==> config.mk <==
export PLATFORM = sky130hd
export DESIGN_NAME = strict_json_syntax_validator_core_flat
export DESIGN_NICKNAME = d
export VERILOG_FILES = /design/src/sjv_pkg.sv /design/src/sjv_if.sv /design/src/strict_json_syntax_validator_core.sv /design/src/sjv_stack_ram.sv /design/src/flat_wrapper.sv
export VERILOG_INCLUDE_DIRS = /design/src /design/src/src
export SDC_FILE = /design/constraint.sdc
export NUM_CORES = 2
export LEC_CHECK = 0
export BUFFER_PORTS_ARGS = -buffer_cell sky130_fd_sc_hd__buf_2
export CELL_PAD_IN_SITES_DETAIL_PLACEMENT = 0
export CELL_PAD_IN_SITES_GLOBAL_PLACEMENT = 1
export CORE_UTILIZATION = 45
export CTS_BUF_LIST = sky130_fd_sc_hd__clkbuf_8
export DETAILED_ROUTE_END_ITERATION = 7
export GPL_TIMING_DRIVEN = 0
export MAX_ROUTING_LAYER = met4
export PLACE_DENSITY_LB_ADDON = 0.25
export RECOVER_POWER = 50
export SLEW_MARGIN = 10
export SYNTH_ARGS = -nofsm -noshare
export SYNTH_HDL_FRONTEND = slang
export SYNTH_HIERARCHICAL = 1
export SYNTH_SLANG_ARGS = --single-unit
==> constraint.sdc <==
create_clock -name clk -period 77.8 [get_ports clk]
set_input_delay 11.67 -clock clk [delete_from_list [all_inputs] [get_ports clk]]
set_output_delay 11.67 -clock clk [all_outputs]
set_load 0.02 [all_outputs]
==> src/strict_json_syntax_validator_core_macros.svh <==
// Assertion macros for the JSON validator core
`ifndef STRICT_JSON_SYNTAX_VALIDATOR_CORE_MACROS_SVH
`define STRICT_JSON_SYNTAX_VALIDATOR_CORE_MACROS_SVH
`ifndef SYNTH
`define SJV_ASSERT_IMPL(label, clk, rst_n, prop, msg) \
	label: assert property (@(posedge clk) disable iff (!rst_n) prop) else $error(msg);
`define SJV_ASSERT_NEXT(label, clk, rst_n, ante, cons, msg) \
	label: assert property (@(posedge clk) disable iff (!rst_n) ante |=> cons) else $error(msg);
`else
`define SJV_ASSERT_IMPL(label, clk, rst_n, prop, msg)
`define SJV_ASSERT_NEXT(label, clk, rst_n, ante, cons, msg)
`endif
`endif

==> src/sjv_pkg.sv <==
// Types and constants of the JSON validator core
`timescale 1ns / 1ps
package sjv_pkg;
	typedef enum logic [4:0] {
		M_VALUE, M_VARR1, M_KEY1, M_KEYN, M_COLON, M_AFTER,
		M_STR, M_ESC, M_UHEX, M_UTF, M_LIT,
		M_NMINUS, M_NZERO, M_NINT, M_NDOT, M_NFRAC, M_NEXP, M_NESIGN, M_NEDIG
	} mode_t;

	localparam logic [4:0] E_NONE = 5'd0, E_DEEP = 5'd1, E_EXPVAL = 5'd2, E_TOKEN = 5'd3,
		E_KEY = 5'd4, E_COLON = 5'd5, E_OBJ = 5'd6, E_ARR = 5'd7, E_ESCEND = 5'd8,
		E_ESC = 5'd9, E_UEND = 5'd10, E_UHEX = 5'd11, E_CTRL = 5'd12, E_STREND = 5'd13,
		E_UTF = 5'd14, E_UTFEND = 5'd15, E_CP = 5'd16, E_LIT = 5'd17, E_NUMEND = 5'd18,
		E_ZERO = 5'd19, E_NUM = 5'd20, E_FRAC = 5'd21, E_EXP = 5'd22, E_TRAIL = 5'd23;

	localparam logic [1:0] V_RUN = 2'd0, V_OK = 2'd1, V_BAD = 2'd2;

	typedef struct packed {
		logic [7:0] data_byte;
		logic       end_of_doc;
	} in_word_t;

	typedef struct packed {
		logic [1:0]  verdict;
		logic [4:0]  error_code;
		logic [31:0] error_offset;
		logic        doc_done;
	} out_word_t;

	// literal letter by index (0 true, 1 false, 2 null) and position
	function automatic logic [7:0] lit_char(input logic [1:0] idx, input logic [2:0] pos);
		logic [7:0] c;
		c = 8'h00;
		case (idx)
			2'd0: case (pos)
				3'd1: c = "r"; 3'd2: c = "u"; 3'd3: c = "e"; default: c = 8'h00;
			endcase
			2'd1: case (pos)
				3'd1: c = "a"; 3'd2: c = "l"; 3'd3: c = "s"; 3'd4: c = "e";
				default: c = 8'h00;
			endcase
			2'd2: case (pos)
				3'd1: c = "u"; 3'd2: c = "l"; 3'd3: c = "l"; default: c = 8'h00;
			endcase
			default: c = 8'h00;
		endcase
		return c;
	endfunction

	function automatic logic [2:0] lit_len(input logic [1:0] idx);
		return (idx == 2'd1) ? 3'd5 : 3'd4;
	endfunction
endpackage

==> src/sjv_if.sv <==
// Valid/ready channel carrying one word
`timescale 1ns / 1ps
interface sjv_if #(parameter type word_t = logic);
	logic  valid;
	logic  ready;
	word_t data;
	modport source (output valid, output data, input ready);
	modport sink (input valid, input data, output ready);
endinterface

==> src/strict_json_syntax_validator_core.sv <==
// Strict JSON syntax validator core: one byte per cycle, first error latched.
// The result for a word is registered and offered in the cycle after it is accepted.
// Throughput: one word per cycle; the only stall is the output register being full.
// The container kinds live in a RAM with a registered read; a pop issues the read
// of the entry below, and its read data is forwarded to the next word, so no word waits.
// Reset (arst_n low) clears all parse state; max_nesting resets to 1024.
`timescale 1ns / 1ps
`include "strict_json_syntax_validator_core_macros.svh"
module strict_json_syntax_validator_core #(
	parameter int STACK_DEPTH = 1024
) (
	input  logic        clk,
	input  logic        arst_n,
	input  logic        cfg_we,
	input  logic [10:0] cfg_wdata,
	sjv_if.sink         in_ch,
	sjv_if.source       out_ch
);
	localparam int AW = (STACK_DEPTH > 1) ? $clog2(STACK_DEPTH) : 1;
	localparam int DW = $clog2(STACK_DEPTH + 1);
	localparam int LW = (DW > 11) ? DW : 11;

	logic [10:0]          max_nesting_q;
	sjv_pkg::mode_t       mode_q, mode_d;
	logic [DW-1:0]        depth_q, depth_d;
	logic [31:0]          pos_q, tok_q, tok_d;
	logic [20:0]          cp_q, cp_d;
	logic [2:0]           pend_q, pend_d;
	logic [4:0]           ecode_q, ecode_d;
	logic [31:0]          eoff_q, eoff_d;
	logic                 key_q, key_d;
	logic [20:0]          umin_q, umin_d;
	logic [1:0]           lidx_q, lidx_d;
	logic [2:0]           lpos_q, lpos_d;
	logic                 top_q, top_d;
	logic                 pop_fwd_q;
	logic                 top_cur;
	logic                 out_v_q;
	sjv_pkg::out_word_t   out_q;

	logic                 acc, st_we, st_wd, st_rd;
	logic [AW-1:0]        st_wa, st_ra;
	logic [7:0]           c;
	logic                 eod;

	assign in_ch.ready  = !out_v_q || out_ch.ready;
	assign acc          = in_ch.valid && in_ch.ready;
	assign c            = in_ch.data.data_byte;
	assign eod          = in_ch.data.end_of_doc;
	assign out_ch.valid = out_v_q;
	assign out_ch.data  = out_q;

	// stack top: straight from the RAM read in the cycle after a pop
	assign top_cur = pop_fwd_q ? st_rd : top_q;

	sjv_stack_ram #(.DEPTH(STACK_DEPTH), .AW(AW)) u_stack (
		.clk(clk), .we(st_we), .waddr(st_wa), .wdata(st_wd), .raddr(st_ra), .rdata(st_rd)
	);

	// next parse state for one word
	always_comb begin
		logic ws, dig, hex, err, nb, av, pushk, popd;
		logic [LW-1:0] lim;
		logic [20:0]   cpn;
		logic [2:0]    pn;
		mode_d = mode_q; depth_d = depth_q; tok_d = tok_q; cp_d = cp_q; pend_d = pend_q;
		ecode_d = ecode_q; eoff_d = eoff_q; key_d = key_q; umin_d = umin_q;
		lidx_d = lidx_q; lpos_d = lpos_q; top_d = top_q;
		st_we = 1'b0; st_wd = 1'b0; st_wa = '0; st_ra = '0;
		ws = (c == 8'h20) || (c == 8'h09) || (c == 8'h0d) || (c == 8'h0a);
		dig = (c >= "0") && (c <= "9");
		hex = dig || ((c >= "a") && (c <= "f")) || ((c >= "A") && (c <= "F"));
		err = (ecode_q != sjv_pkg::E_NONE);
		nb = 1'b0; av = 1'b0; pushk = 1'b0; popd = 1'b0;
		lim = (LW'(max_nesting_q) < LW'(STACK_DEPTH)) ? LW'(max_nesting_q) : LW'(STACK_DEPTH);
		cpn = {cp_q[14:0], c[5:0]};
		pn = pend_q - 3'd1;
		if (!eod && !err) begin
			// value start
			nb = (mode_q == sjv_pkg::M_VALUE && !ws) ||
				(mode_q == sjv_pkg::M_VARR1 && !ws && c != "]");
			case (mode_q)
				sjv_pkg::M_VARR1: if (c == "]") popd = 1'b1;
				sjv_pkg::M_KEY1, sjv_pkg::M_KEYN: if (!ws) begin
					if (c == "}" && mode_q == sjv_pkg::M_KEY1) popd = 1'b1;
					else if (c == "\"") begin key_d = 1'b1; mode_d = sjv_pkg::M_STR; end
					else begin ecode_d = sjv_pkg::E_KEY; eoff_d = pos_q; end
				end
				sjv_pkg::M_COLON: if (!ws) begin
					if (c == ":") mode_d = sjv_pkg::M_VALUE;
					else begin ecode_d = sjv_pkg::E_COLON; eoff_d = pos_q; end
				end
				sjv_pkg::M_AFTER: av = 1'b1;
				sjv_pkg::M_STR: begin
					if (c == "\"") mode_d = key_q ? sjv_pkg::M_COLON : sjv_pkg::M_AFTER;
					else if (c == "\\") begin tok_d = pos_q; mode_d = sjv_pkg::M_ESC; end
					else if (c < 8'h20) begin ecode_d = sjv_pkg::E_CTRL; eoff_d = pos_q; end
					else if (c >= 8'h80) begin
						tok_d = pos_q;
						mode_d = sjv_pkg::M_UTF;
						if (c >= 8'hc2 && c <= 8'hdf) begin
							pend_d = 3'd1; cp_d = {16'd0, c[4:0]}; umin_d = 21'h80;
						end else if (c >= 8'he0 && c <= 8'hef) begin
							pend_d = 3'd2; cp_d = {17'd0, c[3:0]}; umin_d = 21'h800;
						end else if (c >= 8'hf0 && c <= 8'hf4) begin
							pend_d = 3'd3; cp_d = {18'd0, c[2:0]}; umin_d = 21'h10000;
						end else begin
							mode_d = sjv_pkg::M_STR; ecode_d = sjv_pkg::E_UTF; eoff_d = pos_q;
						end
					end
				end
				sjv_pkg::M_ESC: begin
					if (c == "\"" || c == "\\" || c == "/" || c == "b" || c == "f" ||
						c == "n" || c == "r" || c == "t") mode_d = sjv_pkg::M_STR;
					else if (c == "u") begin pend_d = 3'd4; mode_d = sjv_pkg::M_UHEX; end
					else begin ecode_d = sjv_pkg::E_ESC; eoff_d = tok_q; end
				end
				sjv_pkg::M_UHEX: begin
					if (!hex) begin ecode_d = sjv_pkg::E_UHEX; eoff_d = pos_q; end
					else begin
						pend_d = pn;
						if (pn == 3'd0) mode_d = sjv_pkg::M_STR;
					end
				end
				sjv_pkg::M_UTF: begin
					if (c[7:6] != 2'b10) begin ecode_d = sjv_pkg::E_UTF; eoff_d = tok_q; end
					else begin
						cp_d = cpn; pend_d = pn;
						if (pn == 3'd0) begin
							if (cpn < umin_q || cpn > 21'h10ffff ||
								(cpn >= 21'hd800 && cpn <= 21'hdfff)) begin
								ecode_d = sjv_pkg::E_CP; eoff_d = tok_q;
							end else mode_d = sjv_pkg::M_STR;
						end
					end
				end
				sjv_pkg::M_LIT: begin
					if (lpos_q < sjv_pkg::lit_len(lidx_q) &&
						c == sjv_pkg::lit_char(lidx_q, lpos_q)) begin
						lpos_d = lpos_q + 3'd1;
						if (lpos_q + 3'd1 == sjv_pkg::lit_len(lidx_q)) mode_d = sjv_pkg::M_AFTER;
					end else begin ecode_d = sjv_pkg::E_LIT; eoff_d = tok_q; end
				end
				sjv_pkg::M_NMINUS: begin
					if (c == "0") mode_d = sjv_pkg::M_NZERO;
					else if (dig) mode_d = sjv_pkg::M_NINT;
					else begin ecode_d = sjv_pkg::E_NUM; eoff_d = tok_q; end
				end
				sjv_pkg::M_NZERO, sjv_pkg::M_NINT: begin
					if (dig) begin
						if (mode_q == sjv_pkg::M_NZERO) begin
							ecode_d = sjv_pkg::E_ZERO; eoff_d = tok_q;
						end
					end else if (c == ".") mode_d = sjv_pkg::M_NDOT;
					else if (c == "e" || c == "E") mode_d = sjv_pkg::M_NEXP;
					else av = 1'b1;
				end
				sjv_pkg::M_NDOT: begin
					if (dig) mode_d = sjv_pkg::M_NFRAC;
					else begin ecode_d = sjv_pkg::E_FRAC; eoff_d = tok_q; end
				end
				sjv_pkg::M_NFRAC: begin
					if (c == "e" || c == "E") mode_d = sjv_pkg::M_NEXP;
					else if (!dig) av = 1'b1;
				end
				sjv_pkg::M_NEXP: begin
					if (c == "+" || c == "-") mode_d = sjv_pkg::M_NESIGN;
					else if (dig) mode_d = sjv_pkg::M_NEDIG;
					else begin ecode_d = sjv_pkg::E_EXP; eoff_d = tok_q; end
				end
				sjv_pkg::M_NESIGN: begin
					if (dig) mode_d = sjv_pkg::M_NEDIG;
					else begin ecode_d = sjv_pkg::E_EXP; eoff_d = tok_q; end
				end
				sjv_pkg::M_NEDIG: if (!dig) av = 1'b1;
				default: ;
			endcase
			if (av) begin
				mode_d = sjv_pkg::M_AFTER;
				if (!ws) begin
					if (depth_q == '0) begin ecode_d = sjv_pkg::E_TRAIL; eoff_d = pos_q; end
					else if (top_cur) begin
						if (c == "}") popd = 1'b1;
						else if (c == ",") mode_d = sjv_pkg::M_KEYN;
						else begin ecode_d = sjv_pkg::E_OBJ; eoff_d = pos_q; end
					end else begin
						if (c == "]") popd = 1'b1;
						else if (c == ",") mode_d = sjv_pkg::M_VALUE;
						else begin ecode_d = sjv_pkg::E_ARR; eoff_d = pos_q; end
					end
				end
			end
			if (nb) begin
				tok_d = pos_q;
				if (c == "{" || c == "[") pushk = 1'b1;
				else if (c == "\"") begin key_d = 1'b0; mode_d = sjv_pkg::M_STR; end
				else if (c == "t" || c == "f" || c == "n") begin
					lidx_d = (c == "t") ? 2'd0 : (c == "f") ? 2'd1 : 2'd2;
					lpos_d = 3'd1; mode_d = sjv_pkg::M_LIT;
				end
				else if (c == "-") mode_d = sjv_pkg::M_NMINUS;
				else if (c == "0") mode_d = sjv_pkg::M_NZERO;
				else if (dig) mode_d = sjv_pkg::M_NINT;
				else begin ecode_d = sjv_pkg::E_TOKEN; eoff_d = pos_q; end
			end
			// push: write the kind, it becomes the new top
			if (pushk) begin
				if (LW'(depth_q) + LW'(1) > lim) begin
					ecode_d = sjv_pkg::E_DEEP; eoff_d = pos_q;
				end else begin
					st_we = 1'b1; st_wa = AW'(depth_q); st_wd = (c == "{");
					depth_d = depth_q + DW'(1); top_d = (c == "{");
					mode_d = (c == "{") ? sjv_pkg::M_KEY1 : sjv_pkg::M_VARR1;
				end
			end
			// pop: read the entry below, arrives next cycle
			if (popd) begin
				mode_d = sjv_pkg::M_AFTER;
				if (depth_q != '0) depth_d = depth_q - DW'(1);
				st_ra = AW'(depth_q - DW'(2));
			end
		end else if (eod && !err) begin
			case (mode_q)
				sjv_pkg::M_VALUE, sjv_pkg::M_VARR1: begin ecode_d = sjv_pkg::E_EXPVAL; eoff_d = pos_q; end
				sjv_pkg::M_KEY1, sjv_pkg::M_KEYN: begin ecode_d = sjv_pkg::E_KEY; eoff_d = pos_q; end
				sjv_pkg::M_COLON: begin ecode_d = sjv_pkg::E_COLON; eoff_d = pos_q; end
				sjv_pkg::M_AFTER, sjv_pkg::M_NZERO, sjv_pkg::M_NINT, sjv_pkg::M_NFRAC,
				sjv_pkg::M_NEDIG:
					if (depth_q != '0) begin
						ecode_d = top_cur ? sjv_pkg::E_OBJ : sjv_pkg::E_ARR; eoff_d = pos_q;
					end
				sjv_pkg::M_STR: begin ecode_d = sjv_pkg::E_STREND; eoff_d = pos_q; end
				sjv_pkg::M_ESC: begin ecode_d = sjv_pkg::E_ESCEND; eoff_d = tok_q; end
				sjv_pkg::M_UHEX: begin ecode_d = sjv_pkg::E_UEND; eoff_d = tok_q; end
				sjv_pkg::M_UTF: begin ecode_d = sjv_pkg::E_UTFEND; eoff_d = tok_q; end
				sjv_pkg::M_LIT: begin ecode_d = sjv_pkg::E_LIT; eoff_d = tok_q; end
				sjv_pkg::M_NMINUS: begin ecode_d = sjv_pkg::E_NUMEND; eoff_d = tok_q; end
				sjv_pkg::M_NDOT: begin ecode_d = sjv_pkg::E_FRAC; eoff_d = tok_q; end
				sjv_pkg::M_NEXP, sjv_pkg::M_NESIGN: begin ecode_d = sjv_pkg::E_EXP; eoff_d = tok_q; end
				default: ;
			endcase
		end
	end

	// state registers; after a pop the top comes from the RAM read
	always_ff @(posedge clk or negedge arst_n) begin
		if (!arst_n) begin
			max_nesting_q <= 11'd1024;
			mode_q <= sjv_pkg::M_VALUE; depth_q <= '0; pos_q <= '0; tok_q <= '0;
			cp_q <= '0; pend_q <= '0; ecode_q <= '0; eoff_q <= '0; key_q <= 1'b0;
			umin_q <= '0; lidx_q <= '0; lpos_q <= '0; top_q <= 1'b0; pop_fwd_q <= 1'b0;
			out_v_q <= 1'b0;
		end else begin
			if (cfg_we) max_nesting_q <= cfg_wdata;
			out_v_q <= acc || (out_v_q && !out_ch.ready);
			// a pop that is accepted leaves its read pending, marked by pop_fwd_q
			pop_fwd_q <= acc && !eod && (depth_d < depth_q);
			// stack top: cleared at the end marker, set by a push, else picked up after a pop
			if (acc && eod) top_q <= 1'b0;
			else if (acc && st_we) top_q <= top_d;
			else if (pop_fwd_q) top_q <= st_rd;
			if (acc) begin
				out_q.verdict <= (ecode_d != sjv_pkg::E_NONE) ? sjv_pkg::V_BAD :
					(eod ? sjv_pkg::V_OK : sjv_pkg::V_RUN);
				out_q.error_code <= ecode_d;
				out_q.error_offset <= eoff_d;
				out_q.doc_done <= eod;
				if (eod) begin
					mode_q <= sjv_pkg::M_VALUE; depth_q <= '0; pos_q <= '0; tok_q <= '0;
					cp_q <= '0; pend_q <= '0; ecode_q <= '0; eoff_q <= '0; key_q <= 1'b0;
					umin_q <= '0; lidx_q <= '0; lpos_q <= '0;
				end else begin
					mode_q <= mode_d; depth_q <= depth_d; pos_q <= pos_q + 32'd1;
					tok_q <= tok_d; cp_q <= cp_d; pend_q <= pend_d; ecode_q <= ecode_d;
					eoff_q <= eoff_d; key_q <= key_d; umin_q <= umin_d; lidx_q <= lidx_d;
					lpos_q <= lpos_d;
				end
			end
		end
	end

	`SJV_ASSERT_NEXT(a_deep_cap, clk, arst_n, 1'b1, (DW'(depth_q) <= DW'(STACK_DEPTH)), "stack depth above capacity")
	`SJV_ASSERT_NEXT(a_out_hold, clk, arst_n, (out_v_q && !out_ch.ready), (out_v_q && $stable(out_q)), "result dropped while stalled")
	`SJV_ASSERT_IMPL(a_bad_code, clk, arst_n, (out_v_q |-> ((out_q.verdict == sjv_pkg::V_BAD) == (out_q.error_code != sjv_pkg::E_NONE))), "verdict and error code disagree")
	`SJV_ASSERT_IMPL(a_in_free, clk, arst_n, (!out_v_q |-> in_ch.ready), "input blocked with empty output")
endmodule

==> src/sjv_stack_ram.sv <==
// Container kind stack: one-bit synchronous RAM, registered read
`timescale 1ns / 1ps
module sjv_stack_ram #(
	parameter int DEPTH = 1024,
	parameter int AW = 10
) (
	input  logic          clk,
	input  logic          we,
	input  logic [AW-1:0] waddr,
	input  logic          wdata,
	input  logic [AW-1:0] raddr,
	output logic          rdata
);
	logic mem [DEPTH];

	// write port
	always_ff @(posedge clk) begin
		if (we) mem[waddr] <= wdata;
	end

	// registered read port
	always_ff @(posedge clk) begin
		rdata <= mem[raddr];
	end
endmodule

==> src/flat_wrapper.sv <==
// flat-port wrapper written by rule: the top's interface ports become plain ports
module strict_json_syntax_validator_core_flat 
#(
	parameter int STACK_DEPTH = 1024
)
  (clk, arst_n, cfg_we, cfg_wdata, in_ch_valid, in_ch_data, in_ch_ready, out_ch_valid, out_ch_data, out_ch_ready);
  sjv_if #(.word_t(sjv_pkg::in_word_t)) in_ch_i ();
  sjv_if #(.word_t(sjv_pkg::out_word_t)) out_ch_i ();
  input  logic clk;
  input  logic arst_n;
  input  logic cfg_we;
  input  logic [10:0] cfg_wdata;
  input wire logic [$bits(in_ch_i.valid)-1:0] in_ch_valid;
  input wire logic [$bits(in_ch_i.data)-1:0] in_ch_data;
  output wire logic [$bits(in_ch_i.ready)-1:0] in_ch_ready;
  output wire logic [$bits(out_ch_i.valid)-1:0] out_ch_valid;
  output wire logic [$bits(out_ch_i.data)-1:0] out_ch_data;
  input wire logic [$bits(out_ch_i.ready)-1:0] out_ch_ready;
  assign in_ch_i.valid = in_ch_valid;
  assign in_ch_i.data = in_ch_data;
  assign in_ch_ready = in_ch_i.ready;
  assign out_ch_valid = out_ch_i.valid;
  assign out_ch_data = out_ch_i.data;
  assign out_ch_i.ready = out_ch_ready;
  strict_json_syntax_validator_core #(.STACK_DEPTH(STACK_DEPTH)) u_core (.clk(clk), .arst_n(arst_n), .cfg_we(cfg_we), .cfg_wdata(cfg_wdata), .in_ch(in_ch_i), .out_ch(out_ch_i));
endmodule
## Word-level counts from Yosys, hierarchy flattened

Memory sizes are Yosys's and may differ from the RTL's. A register that Yosys moved wholly into a read port is not among the register bits.
Index checks and enable logic that the tools add are counted.

- Output and inout port bits: 42
- Bits in writable memories: 1024
- Latch bits: 0
- Logic and storage cells: 474
- Memories: 1
- Register bits: 216
- Bits in read-only memories: 0

- Multiplexer cells: 273
- Reduce and logical (&&, ||, !) cells: 81
- Bitwise logic cells: 0
- Add/sub/neg operators: 6
- Equality and inequality tests: 71
- Magnitude comparators: 22
- $mul: 0
- Divide/modulo/power cells: 0
- Shifts and indexed selects: 0

Memories:

| name | depth | bits a word | rd ports | clocked after Yosys merged registers in | write ports | line | RTL |
|---|---|---|---|---|---|---|---|
| u_core.u_stack.mem | 1024 | 1 | 1 | 1 | 1 | sjv_stack_ram.sv:14 | `logic mem [DEPTH];` |

Operators with widths:

| kind | number |
|---|---|
| two-way mux 32 bit | 54 |
| two-way mux 5 bit | 93 |
| one-hot mux 32 bit (11 select lines) | 1 |
| two-way mux 21 bit | 10 |
| two-way mux 15 bit | 10 |
| one-hot mux 5 bit (12 select lines) | 2 |
| equality test 8 x 7 -> 1 bit, second input constant | 13 |
| one-hot mux 32 bit (3 select lines) | 1 |
| two-way mux 11 bit | 7 |
| equality test 8 x 6 -> 1 bit, second input constant | 9 |
| two-way mux 3 bit | 23 |
| one-hot mux 5 bit (13 select lines) | 1 |
| two-way mux 10 bit | 5 |
| two-way mux 1 bit | 46 |
| equality test 5 x 4 -> 1 bit, second input constant | 8 |
| adder 32 x 1 -> 32 bit, second input constant | 1 |
| >= comparator 8 bit, second input constant | 4 |
| one-hot mux 15 bit (2 select lines) | 1 |
| one-hot mux 7 bit (4 select lines) | 1 |
| equality test 8 x 4 -> 1 bit, second input constant | 3 |
| less-or-equal comparator 8 bit, second input constant | 3 |
| one-hot mux 8 bit (3 select lines) | 1 |
| logical OR 1 bit | 22 |
| >= comparator 21 x 16 -> 1 bit, second input constant | 1 |
| 64 further kinds | 133 |

## Logic depth before layout (Yosys ltp)

- Depth after elaboration: 28
- Depth in mapped cells: 26
- Depth with buffers taken out: 24

## By module

The synthesis kept the hierarchy.

Modules (own cells, without submodules):

| module | times used | cells an instance | seq. area each (um^2) | area an instance (um^2) |
|---|---|---|---|---|
| sjv_stack_ram | 1 | 3112 | 30769.5 | 44656.6 |
| strict_json_syntax_validator_core | 1 | 1591 | 5156.2 | 13641.8 |

## Worst setup path before layout

No wires, ideal clock.

- Path type: input-to-reg
- Start point: input port in_ch_data[4]
- End point: memory u_core.u_stack.mem[0], data pin
- Slack: 0.823 ns
- Stages: 8
- Data arrival time: 66.403 ns
- Cell sequence: clkbuf_1 -> and4b_1 -> a311oi_1 -> nand4_1 -> nor2_1 -> nand2_1 -> clkbuf_1 -> nor4_1

- Cells in the longest elaborated chain, start to end: 12
- Elaborated cells between the ends (all ways): 22
- Those cells by class: 7 x eq/ne; 6 x mux; 9 x reduce/logical

Ends and longest elaborated chain:

| element | line | RTL |
|---|---|---|
| start, declared | flat_wrapper.sv:14 | `input wire logic [$bits(in_ch_i.data)-1:0] in_ch_data;` |
| equality test 8 x 6 -> 1 bit / equality test 8 x 4 -> 1 bit (equally long branches) | strict_json_syntax_validator_core.sv:70 | `ws = (c == 8'h20) \|\| (c == 8'h09) \|\| (c == 8'h0d) \|\| (c == 8'h0a);` |
| logical OR 1 bit (3 in a row) | strict_json_syntax_validator_core.sv:70 |  |
| logical NOT 1 bit | strict_json_syntax_validator_core.sv:80, strict_json_syntax_validator_core.sv:81 |  |
| logical AND 1 bit (2 in a row) | strict_json_syntax_validator_core.sv:81 | `(mode_q == sjv_pkg::M_VARR1 && !ws && c != "]");` |
| logical OR 1 bit | strict_json_syntax_validator_core.sv:80 | `nb = (mode_q == sjv_pkg::M_VALUE && !ws) \|\|` |
| two-way mux 1 bit | strict_json_syntax_validator_core.sv:193 | `if (nb) begin` |
| two-way mux 1 bit | strict_json_syntax_validator_core.sv:78 | `if (!eod && !err) begin` |
| two-way mux 1 bit * | strict_json_syntax_validator_core.sv:207 | `if (pushk) begin` |
| two-way mux 1 bit * | strict_json_syntax_validator_core.sv:78 |  |
| via u_core.st_wd | strict_json_syntax_validator_core.sv:41 | `logic acc, st_we, st_wd, st_rd;` |
| end, declared | sjv_stack_ram.sv:14 |  |

The timed path passes the listed nets; every way through them passes the cells marked *. The select of a mux whose other input is x is not followed.

## Final worst setup path

- Start point: input port out_ch_ready
- End point: output port in_ch_ready

- Cells in the longest elaborated chain, start to end: 1

Ends and longest elaborated chain:

| element | line | RTL |
|---|---|---|
| start, declared | flat_wrapper.sv:18 | `input wire logic [$bits(out_ch_i.ready)-1:0] out_ch_ready;` |
| logical OR 1 bit | strict_json_syntax_validator_core.sv:46 | `assign in_ch.ready = !out_v_q \|\| out_ch.ready;` |
| end, declared | flat_wrapper.sv:15 | `output wire logic [$bits(in_ch_i.ready)-1:0] in_ch_ready;` |

Every way passes these cells.

==> summary by stage <==
Outcome
The flow ran to the end, but the final reports show violations. The checks that failed: max-capacitance violations, max-slew violations.

Critical path
The worst setup path is launched from an input pin. The type of the worst setup path is input pin to output pin. The highest net fanout along the worst path is 6. The slowest stage of the critical path is the sky130_fd_sc_hd__nand2b_1 cell.

At the worst endpoint, the arrival time is between 10 and 15 ns. The critical path goes through buf_2, nand2b_1, buf_2. The worst setup path is captured at an output pin.

Counting stages on the worst path, the most repeated cell is sky130_fd_sc_hd__buf_2. For this run, the slowest stage of the critical path takes roughly 0.21 ns. The required time at the endpoint of the critical path is 66.13 ns.

Placed design
The final estimated routing congestion in global placement is 1.02. In this run the tool buffered the top-level ports with 63 buffer cells. The estimated wirelength of the detail-placed design is 147000 µm. The post-placement cell count is 6595.

The instance area at placement is 61600 µm².

CTS
After clock tree synthesis, the clock-pin slew on the worst setup and hold paths is ~0.06 ns. The number of buffers inserted to repair setup after CTS is 0. The longest clock path from root to sink contains 3 buffers. The clock tree root buffer cell is sky130_fd_sc_hd__clkbuf_8. The total of hold buffers inserted after clock tree synthesis is 0. Gates resized during post-CTS repair numbered 0. The number of H-tree levels is 4. The count of clock tree sinks is 1223. Clock tree synthesis inserted a total of 207 buffers.

The CTS tree is yes. The clock latency of the later-clocked register in the worst-skew pair is 0.97 ns.

Routing
The sum of routed wire length over all layers is 219000 µm. Once detail routing completed, the nets flagged for antenna violations numbered 0. The pre-antenna-repair detailed-routing pass consisted of 8 iterations. Dividing the detail-routed via count by the number of cells gives 6.30. The starting DRC count in detailed routing is 6585. The routed length per placed instance is around 31 µm. Across all layers, the routed design uses around 44000 vias. The remaining routing DRC violations is 0.

STA
The ratio of final minimum period to clock period is around 31%. The routed design could run at a clock period as short as ~24 ns. For the final routed database, the setup TNS stands at 0 ns. At the pin with the least slew margin, the transition time is 5.55 ns.

The worst hold slack after final layout is 0.478 ns. The total count of hold-check failures in the final report is 0. The count of final setup violators is 0. The worst pin sits at a relative slew slack of -270%. The maximum clock skew at final layout is 0.0467 ns. The highest clock frequency the design can meet is 41.9 MHz. Setup repair after global routing left no endpoint under its margin. The count of pins over their slew limit is about 200.

Global routing
The number of global-route vias before repair is 41622. Entering global routing, the biggest net connects 98 pins. The total overflow left after global routing is 0. Global routing consumed, over all layers together, between 30% and 40% of the routing resources.

The first-pass GRT wire length is 306000 µm. The number of antenna violations at the first check in global routing was 5.

Floorplan
The site row count is ~130. The number of top-level design ports is 67. The area of the core is roughly 130000 µm². The area of the die is ~130000 µm². The starting utilization of the core area is between 40% and 50%. The die is 362 µm wide. The vertical extent of the die is between 300 and 400 µm.

Synthesis
The fraction of synthesized cell area taken by the top area cell type is 54.8%. The distinct cell type count after synthesis is 90. In this run the cell area of the synthesized design comes to 58300 µm².

The biggest area consumer among synthesized cells is sky130_fd_sc_hd__edfxtp_1. Sequential cells were found to cover roughly 60% of the synthesized design area. The synthesized netlist cell count is about 4700. After synthesis, the cell types taking the most area are sky130_fd_sc_hd__edfxtp_1, sky130_fd_sc_hd__mux4_2, sky130_fd_sc_hd__nor2_1. Synthesis produced a netlist with a net count of 4766. After synthesis the netlist holds a flip-flop and latch count of between 1000 and 1500.

The number of synthesized flops with an enable pin is between 1000 and 1500. Dividing the synthesized area by the synthesized cell count gives roughly 12 µm². After synthesis, the share of flip-flops with an asynchronous set or reset is roughly an eighth. The most used flip-flop cell after synthesis is sky130_fd_sc_hd__edfxtp_1.

The number of synthesis warnings is 6.

Power and ir drop
The analysis attributes to cell leakage a power of 22.7 nW. The total power divided by cell area is 22.8 nW/µm². The maximum VDD drop is 18.8 µV.

Overall power consumption after layout is estimated at roughly 1.5 mW.

Layout
The count of non-filler cells in the finished layout is 6991. Relative to the synthesized area, the layout overhead comes to 11.6%. The post-route netlist has 11.8% of its cells at a drive strength greater than 1. Leaving out fill and tap cells, the most frequent cell in the layout is sky130_fd_sc_hd__nor2_1. The number of nets at the end of the flow is 5138. The post-layout instance area is 65100 µm². The top cell types in the final layout, fill and taps aside, are sky130_fd_sc_hd__nor2_1, sky130_fd_sc_hd__edfxtp_1, sky130_fd_sc_hd__clkbuf_1, sky130_fd_sc_hd__nand2_1, sky130_fd_sc_hd__clkbuf_8.

Job
The number of max-cap violations is 4.

Min path
The worst min-delay path category is register to register.
-- state kept, by name, summed over array words and instances, names as in the netlist, 2 cells and up --
signal	cells
u_core/cp_q	15
u_core/depth_q	11
u_core/ecode_q	5
u_core/eoff_q	32
u_core/lidx_q	2
u_core/lpos_q	3
u_core/max_nesting_q	11
u_core/mode_q	5
u_core/out_ch.data	40
u_core/pend_q	3
u_core/pos_q	32
u_core/tok_q	32
u_core/u_stack/mem	1024
u_core/umin_q	3
-- cell families (layout without fill, tap and decap cells) --
logic type	after synthesis	count (layout)	share of synthesized area (%)
adder cells (fa/ha/maj)	38	38	0.816
buffers and inverters	467	1019	3.58
flip-flops	1223	1223	61.6
AND/OR/NAND/NOR	1850	1850	14.0
AO/OA/AOI/OAI	717	717	8.42
XOR/XNOR	50	50	0.751
other	0	7	0
multiplexers	358	358	10.9
-- worst paths after layout --
| path | start | end | slack (ns) | cells past startpoint |
|---|---|---|---|---|
| worst max-delay path | out_ch_ready | in_ch_ready | 53.96 | 3 |
| worst min-delay path | u_core/pend_q[1]$_DFFE_PN0P_ | u_core/pend_q[1]$_DFFE_PN0P_ | 0.48 | 2 |
| min in group asynchronous | arst_n | u_core/cp_q[13]$_DFFE_PN0P_ | 12.07 | 1 |
| worst max register to register | u_core/mode_q[1]$_DFFE_PN0P_ | u_core/u_stack/rdata$_DFF_P_ | 68.54 | 21 |
| max in group asynchronous | arst_n | u_core/eoff_q[12]$_DFFE_PN0P_ | 58.96 | 2 |
| worst min register to register | u_core/pend_q[1]$_DFFE_PN0P_ | u_core/pend_q[1]$_DFFE_PN0P_ | 0.48 | 2 |
-- layout make-up --
type	count	area, µm²
Fill cell	11598	62900
Sequential cell	1223	35900
Multi-Input combinational cell	3013	20300
Clock buffer	213	2930
Tap cell	1729	2160
Buffer	426	1940
Clock inverter	176	946
Timing Repair Buffer	163	703
Inverter	41	154
Antenna cell	7	17.5
-- where the power goes --
group,internal (mW),switching [mW]
Sequential,0.721,0.00883
Clock,0.273,0.276
Combinational,0.0561,0.151
-- worst max-delay path: cells and delay by family --
kind,cells,cell delay [ns]
buffers and inverters,2,0.29
AND/OR/NAND/NOR,1,0.21
-- synthesized netlist by cell type (all sizes together), types with 32 or more instances --
cell	number
buf	130
a222oi	32
nand2b	62
dfrtp	157
nand2	240
o221ai	52
o21ai	158
a221oi	35
nor3	80
a22o	49
xnor2	32
mux2i	127
edfxtp	1064
inv	35
a21oi	154
nor3b	37
nor2	1141
nand3	79
mux4	214
ha	38
nor2b	33
clkbuf	296
o22ai	45
-- through the flow --
stage          worst slack, ns  util, %
6_report                 53.96     50.8
5_1_grt                  53.91     50.8
3_5_place_dp             53.97     48.1
3_3_place_gp            -40.61     47.5
2_1_floorplan            0.823        -
4_1_cts                  53.96     51.1
-- routing by layer --
metal	track usage, %	up-vias	wire length [µm]
li1	-	18379	-
met1	43.0	22220	81100
met2	51.7	2847	99000
met3	7.68	606	24600
met4	18.8	0	14100
met5	-	-	0
Note: power is estimated with default switching activity, not from simulation.
